==> src/rtl/core/tssm_pkg.sv <==
// Shared types and codes of the two-stack core: operations, status,
// result record, memory control and controller states. No dependencies.
package tssm_pkg;

    localparam int WORD_W = 32;

    typedef enum logic [2:0] {
        OP_PUSH_LO = 3'd0,
        OP_PUSH_HI = 3'd1,
        OP_POP_LO  = 3'd2,
        OP_POP_HI  = 3'd3,
        OP_DISPLAY = 3'd4
    } t_op;

    typedef enum logic [1:0] {
        STAT_OK    = 2'd0,
        STAT_FULL  = 2'd1,
        STAT_EMPTY = 2'd2
    } t_status;

    typedef struct packed {
        t_status                   status;
        logic signed [WORD_W-1:0]  data;
        logic                      stack_id;
        logic                      last;
    } t_res;

    typedef struct packed {
        logic wr_en;
        logic rd_en;
    } t_mem_ctl;

    typedef enum logic [1:0] {
        ST_IDLE,
        ST_EMIT,
        ST_WREAD,
        ST_WEMIT
    } t_state;

endpackage

==> src/rtl/core/tssm_ram.sv <==
// Word store shared by both stacks: one port, synchronous read with a
// registered output that holds while no read is issued. Uses tssm_pkg.
module tssm_ram #(
    parameter int DEPTH = 16
) (
    input  logic                              i_clk,
    input  tssm_pkg::t_mem_ctl                i_ctl,
    input  logic [$clog2(DEPTH)-1:0]          i_addr,
    input  logic [tssm_pkg::WORD_W-1:0]       i_wdata,
    output logic [tssm_pkg::WORD_W-1:0]       o_rdata
);
    import tssm_pkg::*;

    logic [WORD_W-1:0] r_mem [DEPTH];
    logic [WORD_W-1:0] r_rdata;

    always_ff @(posedge i_clk) begin
        if (i_ctl.wr_en) begin
            r_mem[i_addr] <= i_wdata;
        end
        if (i_ctl.rd_en) begin
            r_rdata <= r_mem[i_addr];
        end
    end

    assign o_rdata = r_rdata;

endmodule

==> src/rtl/core/tssm_oreg.sv <==
// Output register of the two-stack core: holds one result request until
// the consumer takes it. Uses tssm_pkg for the result record.
module tssm_oreg (
    input  logic            i_clk,
    input  logic            i_rst_n,
    input  logic            i_load,
    input  tssm_pkg::t_res  i_res,
    input  logic            i_out_ready,
    output logic            o_out_valid,
    output tssm_pkg::t_res  o_res,
    output logic            o_free
);
    import tssm_pkg::*;

    logic r_valid;
    logic n_valid;
    t_res r_res;

    assign o_free = !r_valid || i_out_ready;

    always_comb begin
        priority if (i_load) begin
            n_valid = 1'b1;
        end else if (i_out_ready) begin
            n_valid = 1'b0;
        end else begin
            n_valid = r_valid;
        end
    end

    always_ff @(posedge i_clk) begin
        if (!i_rst_n) begin
            r_valid <= 1'b0;
        end else begin
            r_valid <= n_valid;
        end
    end

    always_ff @(posedge i_clk) begin
        if (i_load) begin
            r_res <= i_res;
        end
    end

    assign o_out_valid = r_valid;
    assign o_res       = r_res;

endmodule

==> src/rtl/core/tssm_ctrl.sv <==
// Controller of the two-stack core: stack pointers, request decode,
// memory read/write sequencing and the display walk. Uses tssm_pkg.
module tssm_ctrl #(
    parameter int DEPTH = 16
) (
    input  logic                          i_clk,
    input  logic                          i_rst_n,
    input  logic                          i_in_valid,
    output logic                          o_in_ready,
    input  logic [2:0]                    i_operation,
    input  logic signed [31:0]            i_value,
    output tssm_pkg::t_mem_ctl            o_mem,
    output logic [$clog2(DEPTH)-1:0]      o_mem_addr,
    output logic [tssm_pkg::WORD_W-1:0]   o_mem_wdata,
    input  logic [tssm_pkg::WORD_W-1:0]   i_mem_rdata,
    input  logic                          i_out_free,
    output logic                          o_res_load,
    output tssm_pkg::t_res                o_res
);
    import tssm_pkg::*;

    localparam int PW = $clog2(DEPTH + 1);
    localparam int AW = $clog2(DEPTH);
    localparam logic [PW-1:0] TOP      = PW'(DEPTH);
    localparam logic [PW-1:0] LAST_IDX = PW'(DEPTH - 1);

    t_state        r_state, n_state;
    logic [PW-1:0] r_low, n_low;
    logic [PW-1:0] r_high, n_high;
    logic [PW-1:0] r_idx, n_idx;
    logic          r_phase, n_phase;
    t_status       r_stat, n_stat;
    logic          r_sid, n_sid;
    logic          r_last, n_last;
    logic          r_use_rd, n_use_rd;

    logic          accept;
    logic          both_empty;
    logic          walk_last;
    logic [PW-1:0] idx_inc;
    logic [PW-1:0] high_dec;
    logic [PW-1:0] low_dec;
    t_state        acc_state;

    function automatic logic [PW-1:0] idx_low_inc(input logic [PW-1:0] v);
        return v + PW'(1);
    endfunction

    assign both_empty = (r_low == '0) && (r_high == TOP);
    assign idx_inc    = r_idx + PW'(1);
    assign high_dec   = r_high - PW'(1);
    assign low_dec    = r_low - PW'(1);
    assign walk_last  = r_phase ? (r_idx == r_high)
                                : ((idx_inc == r_low) && (r_high == TOP));
    assign o_in_ready = (r_state == ST_IDLE) || ((r_state == ST_EMIT) && i_out_free);
    assign accept     = i_in_valid && o_in_ready;

    // State entered when a request is taken.
    always_comb begin
        unique case (i_operation)
            OP_PUSH_LO, OP_PUSH_HI, OP_POP_LO, OP_POP_HI: acc_state = ST_EMIT;
            OP_DISPLAY: acc_state = both_empty ? ST_EMIT : ST_WREAD;
            default:    acc_state = ST_IDLE;
        endcase
    end

    always_comb begin
        unique case (r_state)
            ST_IDLE: begin
                n_state = accept ? acc_state : ST_IDLE;
            end
            ST_EMIT: begin
                priority if (accept) begin
                    n_state = acc_state;
                end else if (i_out_free) begin
                    n_state = ST_IDLE;
                end else begin
                    n_state = ST_EMIT;
                end
            end
            ST_WREAD: begin
                n_state = ST_WEMIT;
            end
            ST_WEMIT: begin
                priority if (!i_out_free) begin
                    n_state = ST_WEMIT;
                end else if (r_last) begin
                    n_state = ST_IDLE;
                end else begin
                    n_state = ST_WREAD;
                end
            end
            default: n_state = ST_IDLE;
        endcase
    end

    always_comb begin
        o_mem       = '0;
        o_mem_addr  = '0;
        o_mem_wdata = i_value;
        o_res_load  = 1'b0;
        n_low       = r_low;
        n_high      = r_high;
        n_idx       = r_idx;
        n_phase     = r_phase;
        n_stat      = r_stat;
        n_sid       = r_sid;
        n_last      = r_last;
        n_use_rd    = r_use_rd;

        unique case (r_state)
            ST_EMIT: begin
                o_res_load = i_out_free;
            end
            ST_WREAD: begin
                o_mem.rd_en = 1'b1;
                o_mem_addr  = r_idx[AW-1:0];
                n_stat      = STAT_OK;
                n_sid       = r_phase;
                n_last      = walk_last;
                n_use_rd    = 1'b1;
            end
            ST_WEMIT: begin
                o_res_load = i_out_free;
                // advance the walk; stack one ends, then stack two from the top entry
                if (i_out_free && !r_last) begin
                    priority if (r_phase) begin
                        n_idx = r_idx - PW'(1);
                    end else if (idx_inc == r_low) begin
                        n_phase = 1'b1;
                        n_idx   = LAST_IDX;
                    end else begin
                        n_idx = idx_inc;
                    end
                end
            end
            default: begin
            end
        endcase

        if (accept) begin
            n_last   = 1'b1;
            n_use_rd = 1'b0;
            unique case (i_operation)
                OP_PUSH_LO: begin
                    n_sid = 1'b0;
                    if (r_low == r_high) begin
                        n_stat = STAT_FULL;
                    end else begin
                        n_stat      = STAT_OK;
                        o_mem.wr_en = 1'b1;
                        o_mem_addr  = r_low[AW-1:0];
                        n_low       = idx_low_inc(r_low);
                    end
                end
                OP_PUSH_HI: begin
                    n_sid = 1'b1;
                    if (r_low == r_high) begin
                        n_stat = STAT_FULL;
                    end else begin
                        n_stat      = STAT_OK;
                        o_mem.wr_en = 1'b1;
                        o_mem_addr  = high_dec[AW-1:0];
                        n_high      = high_dec;
                    end
                end
                OP_POP_LO: begin
                    n_sid = 1'b0;
                    if (r_low == '0) begin
                        n_stat = STAT_EMPTY;
                    end else begin
                        n_stat      = STAT_OK;
                        n_use_rd    = 1'b1;
                        o_mem.rd_en = 1'b1;
                        o_mem_addr  = low_dec[AW-1:0];
                        n_low       = low_dec;
                    end
                end
                OP_POP_HI: begin
                    n_sid = 1'b1;
                    if (r_high == TOP) begin
                        n_stat = STAT_EMPTY;
                    end else begin
                        n_stat      = STAT_OK;
                        n_use_rd    = 1'b1;
                        o_mem.rd_en = 1'b1;
                        o_mem_addr  = r_high[AW-1:0];
                        n_high      = r_high + PW'(1);
                    end
                end
                OP_DISPLAY: begin
                    n_sid  = 1'b0;
                    n_stat = STAT_EMPTY;
                    // start on stack one unless it is empty
                    n_phase = (r_low == '0);
                    n_idx   = (r_low == '0) ? LAST_IDX : '0;
                end
                default: begin
                end
            endcase
        end
    end

    always_ff @(posedge i_clk) begin
        if (!i_rst_n) begin
            r_state <= ST_IDLE;
            r_low   <= '0;
            r_high  <= TOP;
        end else begin
            r_state <= n_state;
            r_low   <= n_low;
            r_high  <= n_high;
        end
    end

    always_ff @(posedge i_clk) begin
        r_idx    <= n_idx;
        r_phase  <= n_phase;
        r_stat   <= n_stat;
        r_sid    <= n_sid;
        r_last   <= n_last;
        r_use_rd <= n_use_rd;
    end

    assign o_res.status   = r_stat;
    assign o_res.data     = r_use_rd ? signed'(i_mem_rdata) : '0;
    assign o_res.stack_id = r_sid;
    assign o_res.last     = r_last;

endmodule

==> src/rtl/core/two_stacks_shared_memory_core.sv <==
// Two stacks in one word store of DEPTH entries: stack one grows up from
// entry 0, stack two grows down from entry DEPTH-1. Push and pop requests
// give one result each; with the output taken every cycle a new push or
// pop request is accepted every cycle. Each result is registered in the
// controller, then loaded into the output register. Display gives one
// result per stored word (or one empty result) through the single memory
// port: each word is read, then moved to the output register. No request is
// taken during a display walk. The store needs no clearing after reset;
// only entries inside a stack are ever read. Uses tssm_pkg.
module two_stacks_shared_memory_core #(
    parameter int DEPTH = 16
) (
    input  logic                i_clk,
    input  logic                i_rst_n,
    input  logic                i_in_valid,
    output logic                o_in_ready,
    input  logic [2:0]          i_operation,
    input  logic signed [31:0]  i_value,
    output logic                o_out_valid,
    input  logic                i_out_ready,
    output logic [1:0]          o_status,
    output logic signed [31:0]  o_data,
    output logic                o_stack_id,
    output logic                o_last
);
    import tssm_pkg::*;

    localparam int AW = $clog2(DEPTH);

    t_mem_ctl          mem_ctl;
    logic [AW-1:0]     mem_addr;
    logic [WORD_W-1:0] mem_wdata;
    logic [WORD_W-1:0] mem_rdata;
    logic              out_free;
    logic              res_load;
    t_res              res_next;
    t_res              res_out;

    tssm_ctrl #(
        .DEPTH(DEPTH)
    ) u_ctrl (
        .i_clk       (i_clk),
        .i_rst_n     (i_rst_n),
        .i_in_valid  (i_in_valid),
        .o_in_ready  (o_in_ready),
        .i_operation (i_operation),
        .i_value     (i_value),
        .o_mem       (mem_ctl),
        .o_mem_addr  (mem_addr),
        .o_mem_wdata (mem_wdata),
        .i_mem_rdata (mem_rdata),
        .i_out_free  (out_free),
        .o_res_load  (res_load),
        .o_res       (res_next)
    );

    tssm_ram #(
        .DEPTH(DEPTH)
    ) u_ram (
        .i_clk   (i_clk),
        .i_ctl   (mem_ctl),
        .i_addr  (mem_addr),
        .i_wdata (mem_wdata),
        .o_rdata (mem_rdata)
    );

    tssm_oreg u_oreg (
        .i_clk       (i_clk),
        .i_rst_n     (i_rst_n),
        .i_load      (res_load),
        .i_res       (res_next),
        .i_out_ready (i_out_ready),
        .o_out_valid (o_out_valid),
        .o_res       (res_out),
        .o_free      (out_free)
    );

    assign o_status   = res_out.status;
    assign o_data     = res_out.data;
    assign o_stack_id = res_out.stack_id;
    assign o_last     = res_out.last;

endmodule

==> config.mk <==
export PLATFORM = sky130hd
export DESIGN_NAME = two_stacks_shared_memory_core
export DESIGN_NICKNAME = d
export VERILOG_FILES = /design/src/rtl/core/tssm_pkg.sv /design/src/rtl/core/tssm_ram.sv /design/src/rtl/core/tssm_oreg.sv /design/src/rtl/core/tssm_ctrl.sv /design/src/rtl/core/two_stacks_shared_memory_core.sv
export SDC_FILE = /design/constraint.sdc
export NUM_CORES = 1
export LEC_CHECK = 0
export BUFFER_PORTS_ARGS = -buffer_cell sky130_fd_sc_hd__buf_2
export CORE_ASPECT_RATIO = 0.7
export CORE_MARGIN = 5
export CORE_UTILIZATION = 48
export CTS_BUF_LIST = sky130_fd_sc_hd__clkbuf_8
export DETAILED_ROUTE_END_ITERATION = 7
export PLACE_DENSITY = 0.79
export REMOVE_ABC_BUFFERS = 1
export SYNTH_ARGS = -nofsm -noshare
export SYNTH_HDL_FRONTEND = slang
export SYNTH_SLANG_ARGS = --single-unit
==> constraint.sdc <==
create_clock -name i_clk -period 4.5 [get_ports i_clk]
set_input_delay 0.225 -clock i_clk [delete_from_list [all_inputs] [get_ports i_clk]]
set_output_delay 0.225 -clock i_clk [all_outputs]
set_load 0.01 [all_outputs]
Yosys cells after proc, flatten, opt, wreduce, memory -nomap -nowiden
Memories as Yosys holds them, arrays and structs flattened. A register that Yosys moved wholly into a read port is not among the register bits.
Index checks and enable logic that the tools add are counted.
{"block": "totals", "ff_bits": 60, "latchBits": 0, "ram_bits": 512, "rom_bits": 0, "inputBits": 39, "output_inout_bits": 38, "elab_cells": 120, "mem_count": 1}
{"block": "classes", "n_addsub": 6, "mul": 0, "n_div": 0, "order_cmp": 0, "eq_ne": 15, "n_shift": 0, "muxes": 61, "n_bitwise": 0, "n_reduce_logical": 23}
{"memory": "u_ram.r_mem", "words": 16, "word_bits": 32, "read_ports": 1, "rd_clocked_by_memory_dff": 1, "wr": 1, "line_no": "tssm_ram.sv:14", "text": "logic [WORD_W-1:0] r_mem [DEPTH];"}
{"operator": "$mux W5", "count": 10}
{"operator": "$mux W4", "count": 7}
{"operator": "$mux W1", "count": 25}
{"operator": "$mux W2", "count": 10}
{"operator": "$pmux W5 S2", "count": 2}
{"operator": "$pmux W2 S4", "count": 2}
{"operator": "$pmux W4 S4", "count": 1}
{"operator": "$add A5 B1 Y5 const B", "count": 3}
{"operator": "$eq A5 B5 Y1", "count": 3}
{"operator": "$sub A5 B1 Y5 const B", "count": 3}
{"operator": "$ne A2 B2 Y1 const B", "count": 4}
{"operator": "$reduce_and A4 Y1", "count": 2}
{"operator": "$reduce_bool A2 Y1", "count": 4}
{"operator": "$eq A3 B2 Y1 const B", "count": 2}
{"operator": "$pmux W1 S2", "count": 3}
{"operator": "$reduce_or A2 Y1", "count": 3}
{"operator": "$eq A5 B5 Y1 const B", "count": 1}
{"operator": "$logic_and A1 B1 Y1", "count": 5}
{"operator": "$logic_not A5 Y1", "count": 1}
{"operator": "$eq A2 B2 Y1 const B", "count": 2}
{"operator": "$pmux W2 S2", "count": 1}
{"operator": "$reduce_or A4 Y1", "count": 1}
{"operator": "$eq A3 B1 Y1 const B", "count": 1}
{"operator": "$eq A3 B3 Y1 const B", "count": 1}
{"operator": "other kinds (6)", "count": 8}

Logic depth before layout (Yosys ltp)
{"block": "depth", "word_depth": 8, "mapped_depth": 13, "depth_no_buf": 9}

Modules after synthesis
From an unflattened synthesis, not the netlist that was laid out.
{"block": "hier_totals", "hier_cells": 1215, "area_unflattened_um2": 23831.6}
{"module": "tssm_ram", "instances": 1, "cells_per_inst": 840, "area_each_um2": 20183.1, "seq_area_each_um2": 16335.7}
{"module": "tssm_ctrl", "instances": 1, "cells_per_inst": 335, "area_each_um2": 2518.7, "seq_area_each_um2": 470.5}
{"module": "tssm_oreg", "instances": 1, "cells_per_inst": 40, "area_each_um2": 1129.8, "seq_area_each_um2": 1101.1}

Worst setup path before layout
OpenSTA, ideal clock, no wires.
{"block": "synth_timing", "path_kind": "reg2reg", "start": "register u_ctrl.r_state[0]", "end": "register u_ctrl.r_idx[0]", "setup_ns": 0.126, "arrival_ns": 4.381, "required_ns": 4.374, "setup_slack_ns": -0.006, "path_stages_with_launch": 6, "n_path_buf": 0, "synth_period_minus_slack_ns": 4.506, "cell_sequence": "dfxtp_1 a21boi_0 nand3b_1 or3_1 o21ai_0 o21ai_0"}
{"block": "synth_between", "elab_chain_len": 5, "word_cells_on_any_way": 9, "cone_classes": "eq/ne (2); mux (3); reduce/logical (4)"}
{"item": "start, declared", "line_no": "tssm_ctrl.sv:27", "text": "t_state r_state, n_state;"}
{"item": "start signal, assigned", "line_no": "tssm_ctrl.sv:210", "text": "r_state <= n_state;"}
{"item": "$eq A2 B1 Y1", "line_no": "tssm_ctrl.sv:55", "text": "assign o_in_ready = (r_state == ST_IDLE) || ((r_state == ST_EMIT) && i_out_free);"}
{"item": "$logic_and A1 B1 Y1", "line_no": "tssm_ctrl.sv:55"}
{"item": "$logic_or A1 B1 Y1", "line_no": "tssm_ctrl.sv:55"}
{"item": "$logic_and A1 B1 Y1", "line_no": "tssm_ctrl.sv:56", "text": "assign accept = i_in_valid && o_in_ready;"}
{"item": "$mux W5 (*)", "line_no": "tssm_ctrl.sv:141", "text": "if (accept) begin"}
{"item": "net u_ctrl.n_idx[0]", "line_no": "tssm_ctrl.sv:30", "text": "logic [PW-1:0] r_idx, n_idx;"}
{"item": "end signal, assigned", "line_no": "tssm_ctrl.sv:217", "text": "r_idx <= n_idx;"}
{"item": "end, declared", "line_no": "tssm_ctrl.sv:30"}
The timed path passes the listed nets; every way through them passes the cells marked *.
A chain may end at the register's enable or synchronous reset.

Worst setup path in the final report
{"block": "layout_timing", "start": "register u_ctrl.r_low[0]", "end": "memory u_ram.r_mem[4][14] (enable)"}
{"block": "layout_between", "elab_chain_len": 6, "word_cells_on_any_way": 13, "cone_classes": "add/sub (1); eq/ne (1); mux (10); reduce/logical (1)"}
{"item": "start, declared", "line_no": "tssm_ctrl.sv:28", "text": "logic [PW-1:0] r_low, n_low;"}
{"item": "start signal, assigned", "line_no": "tssm_ctrl.sv:211", "text": "r_low <= n_low;"}
{"item": "parallel branches: the longest is 6 deep, another holds $sub A5 B1 Y5"}
{"item": "end, declared", "line_no": "tssm_ram.sv:14"}
Parallel ways; which one is timed is not known.

==> PnR_summary.wiki <==
{| class="wikitable"
! Metric !! Value
|-
| Die Footprint || 55,000 um2
|-
| Detail Placement HPWL || about 32,000 um
|-
| Total setup buffers inserted after CTS || 0
|-
| I/O Buffers || between 70 and 80
|-
| Vias in the first global route || 13,780
|-
| Final setup violating endpoints || 0
|-
| Cell-internal power || between 8 and 9 mW
|-
| Maximum ir drop on the vdd rail || between 0.0002 and 0.0003 V
|-
| Crit path setup slack, layout || approximately 720 ps
|-
| Pin count of the biggest net entering global routing || between 90 and 100
|-
| Die Y-Extent || between 150 and 200 um
|-
| Routed vias || 13,477
|-
| Crit path capture type || flop
|-
| Switching Share || 23.1%
|-
| Wire length per cell after detailed routing || around 23 um
|-
| Routed length on met3 || 4560 um
|-
| Part of the total power dissipated in the clock network || 36.1%
|-
| Overall track demand over capacity in global routing || 19.4%
|-
| Number of hold-repair buffers added at the cts stage || 36
|-
| TritonCTS Sinks || roughly 600
|-
| Detailed-route DRC error count || 0
|-
| Drt via density || 5.76
|-
| Async set-or-reset flop fraction in the synthesized netlist || 0%
|-
| Post-synthesis cell area || between 20,000 and 25,000 um2
|-
| Antenna violations before repair || 0
|-
| Total of flip-flops plus latches after synthesis || between 600 and 700
|-
| Number of distinct standard cells referenced by the synthesized netlist || about 70
|-
| CTS tree || yes
|-
| Area of the placeable core || a little under 50,000 um2
|-
| Clock Tree Root || clkbuf_8
|-
| Fin. max-slew vios || 0
|-
| Area share of the largest cell type after synthesis || a little over 70%
|-
| Data required, critical path || around 4800 ps
|-
| Most common flop cell mapped by yosys || edfxtp_1
|-
| Top Layer Used || met4
|-
| Leading cell type in the layout, fill and taps excluded || edfxtp_1
|-
| Maximum frequency from static timing analysis || 264 MHz
|-
| Net switching power || 2.57 mW
|-
| Total power density per cell area || 404 nW/um2
|-
| Leakage power || about 9 nW
|-
| Violation count after the first detailed-route iteration || ~1,500
|-
| Kind of launch point of the worst setup path || flop
|-
| Post-CTS resize count || 0
|-
| Count of final hold-check violations || 0
|-
| WP data arrival || 4100 ps
|-
| Total inserted antenna cells || 0
|-
| Layout overhead on the synthesized area || 14.0%
|-
| Result of the run || complete, no violations
|-
| Top fanout value on the critical path || 18
|-
| YS warnings || 0
|-
| Wire length of the first global-routing pass || 82,300 um
|-
| Rows || 68
|-
| Max-cap viol count || 0
|-
| Sequential group share of total power || between 50% and 60%
|-
| Antenna-violating nets left || 0
|-
| Cell types occupying the most area after synthesis || edfxtp_1 72%, mux2_2 5.3%, mux2i_1 4.1%
|-
| Part of the total power dissipated in combinational logic || between 7 and 8%
|-
| Min-Delay Path Class || in2reg
|-
| Total Neg Setup Slack || 0 ps
|-
| Drt total wl || around 54,000 um
|-
| Share of the yosys chip area belonging to registers || between 70% and 80%
|-
| Total Nets Final || about 1,600
|-
| Effective utilization at floorplan || 48.8%
|-
| Clock insertion delay at the later pin of the skew report || approximately 650 ps
|-
| Proportion of layout cells with a drive suffix above 1 || between 20% and 30%
|-
| Path type of the worst setup path || reg2reg
|-
| Post-layout minimum cycle time || 3780 ps
|-
| Width of the die || 278 um
|-
| Final cell count without fillers || 2,341
|-
| Post-route met1 wirelength || about 23,000 um
|-
| Met2 Wirelength || between 20,000 and 25,000 um
|-
| Deepest level of the CTS H-tree || 3
|-
| Max-Slew Margin vs Limit || 18.2%
|-
| I/O pin total || 77
|-
| Post-synth EDFFs || 581
|-
| Placer's final routability congestion estimate || roughly 0.87
|-
| Instance count after placement with tap cells included || between 2,000 and 2,500
|-
| Clock slew seen by the registers of the worst setup and hold paths || roughly 60 ps
|-
| Pre-Repair DR Iteration Count || 5
|-
| RSZ-0062 raised after global routing || no
|-
| Gate count of the mapped netlist || roughly 1,400
|-
| Final worst clock skew || 22.6 ps
|-
| Dpl ws || ~790 ps
|-
| Share of the cycle needed by the critical path after routing || between 80% and 90%
|-
| Most frequent cells in the layout || 581 x edfxtp_1, 114 x mux2_2, 98 x mux2i_1
|-
| Overall overflow remaining after global route || 0
|-
| Final Hold Slack || slightly above 60 ps
|-
| Post-synth top area cell || edfxtp_1
|-
| Avg Synthesized Cell Area || 16.8 um2
|-
| Filler cell count in the final layout || 3,773
|-
| Measured slew at the worst slew-check pin || approximately 1200 ps
|-
| CTS Buf Count || between 80 and 90
|-
| CTS max path bufs || 3
|}
-- critical path: stages (launching register included) --
cell and delay [ps]:
dfxtp_1 410, inv_1 190, ha_1 190, nor4b_4 490, o32ai_1 150, a32oi_1 300, and2_4 380, nand3_1 400
nor2_4 550, buf_4 360
-- cell usage after synthesis (2+ instances only) --
cell and number:
nand2b_1 6, nand2_1 62, buf_4 11, mux2i_1 98
a22oi_1 62, mux2_1 13, inv_1 13, edfxtp_1 581
a311oi_1 2, buf_2 32, nor2b_1 2, o22a_1 31
o2111ai_1 2, a21oi_1 56, o31ai_1 3, nor3b_1 2
xor2_1 14, a221o_1 33, a211o_1 2, nor2_1 49
and3b_1 2, a41oi_1 2, nor3_1 7, or4_1 2
nand4_1 34, o221a_2 2, nor4bb_1 2, clkbuf_1 39
and3_1 2, dfxtp_1 23, mux2_2 114, xnor2_1 11
buf_6 2, and2_1 36, or3_1 5, a32oi_1 2
o211ai_1 2, nor3_2 2, a2bb2oi_1 2, a31oi_1 6
a211oi_1 4, nand3_1 11, nand3b_1 4, ha_1 8
o21ai_0 14
-- path summary, 6_finish.rpt --
kind	startpoint	to	slack [ps]	depth (start not counted)
worst max-delay path	u_ctrl.r_low[0]	u_ram.r_mem[4][14]	720	9
worst min-delay path	i_in_valid	u_ctrl.r_stat[1]	60	4
worst max register to register	u_ctrl.r_low[0]	u_ram.r_mem[4][14]	720	9
worst min register to register	u_ctrl.r_stat[0]	u_oreg.o_res[34]	430	0
-- registers in the layout, indices dropped and copies added, names as in the netlist --
register            flops
u_ctrl.r_state          2
u_ram.o_rdata          32
u_ctrl.r_last           1
u_ctrl.r_idx            5
u_ram.r_mem           512
u_ctrl.r_stat           2
u_ctrl.r_use_rd         1
u_ctrl.r_sid            1
u_ctrl.r_low            5
u_ctrl.r_phase          1
u_oreg.o_res           36
u_ctrl.r_high           5
u_oreg.o_out_valid      1
-- power groups by stage --
stage / Sequential, mW / Clock [mW] / Combinational (mW)
detailed placement: 6.45 / 0 / 0.753
CTS: 6.33 / 4.11 / 0.784
floorplan: 6.44 / 0 / 0.521
global route: 6.33 / 4.41 / 0.852
global placement: 6.44 / 0 / 0.729
finish: 6.33 / 4.01 / 0.786
-- layout make-up --
type	instances	area [um2]	share of cell area, %
timing repair buffer	160	1150	4.18
inverter	13	48.8	0.177
clock buffer	91	1250	4.54
tap	665	832	3.02
clock inverter	73	358	1.30
multi-input combinational	735	6010	21.8
sequential	604	17900	65.0
-- cell families (layout without fill, tap and decap cells) --
| family | after synthesis | in the layout | synth area share (%) |
|---|---|---|---|
| buffers and inverters | 99 | 337 | 1.95 |
| and+or+nand+nor | 235 | 235 | 5.10 |
| AOI/OAI and AO/OA | 241 | 241 | 7.53 |
| xor gates and xnor gates | 26 | 26 | 1.00 |
| DFF | 604 | 604 | 74.0 |
| adders and majority gates | 8 | 8 | 0.414 |
| muxes | 225 | 225 | 9.97 |
-- routing by layer --
metal | track usage [%] | up-vias
met1 | 27.6 | 6780
met4 | 5.14 | 0
met3 | 4.60 | 76
met5 | 0 | -
li1 | - | 6046
met2 | 30.4 | 575
-- metrics by stage --
step           util [%]  instance area (um2)  power, mW
2_1_floorplan         -                23800       6.97
3_3_place_gp       51.6                25600       7.17
3_5_place_dp       51.6                25600       7.20
4_1_cts            55.6                27600       11.2
5_1_grt            55.6                27600       11.6
6_report           55.6                27600       11.1
Power figures use the tool's default switching activity.
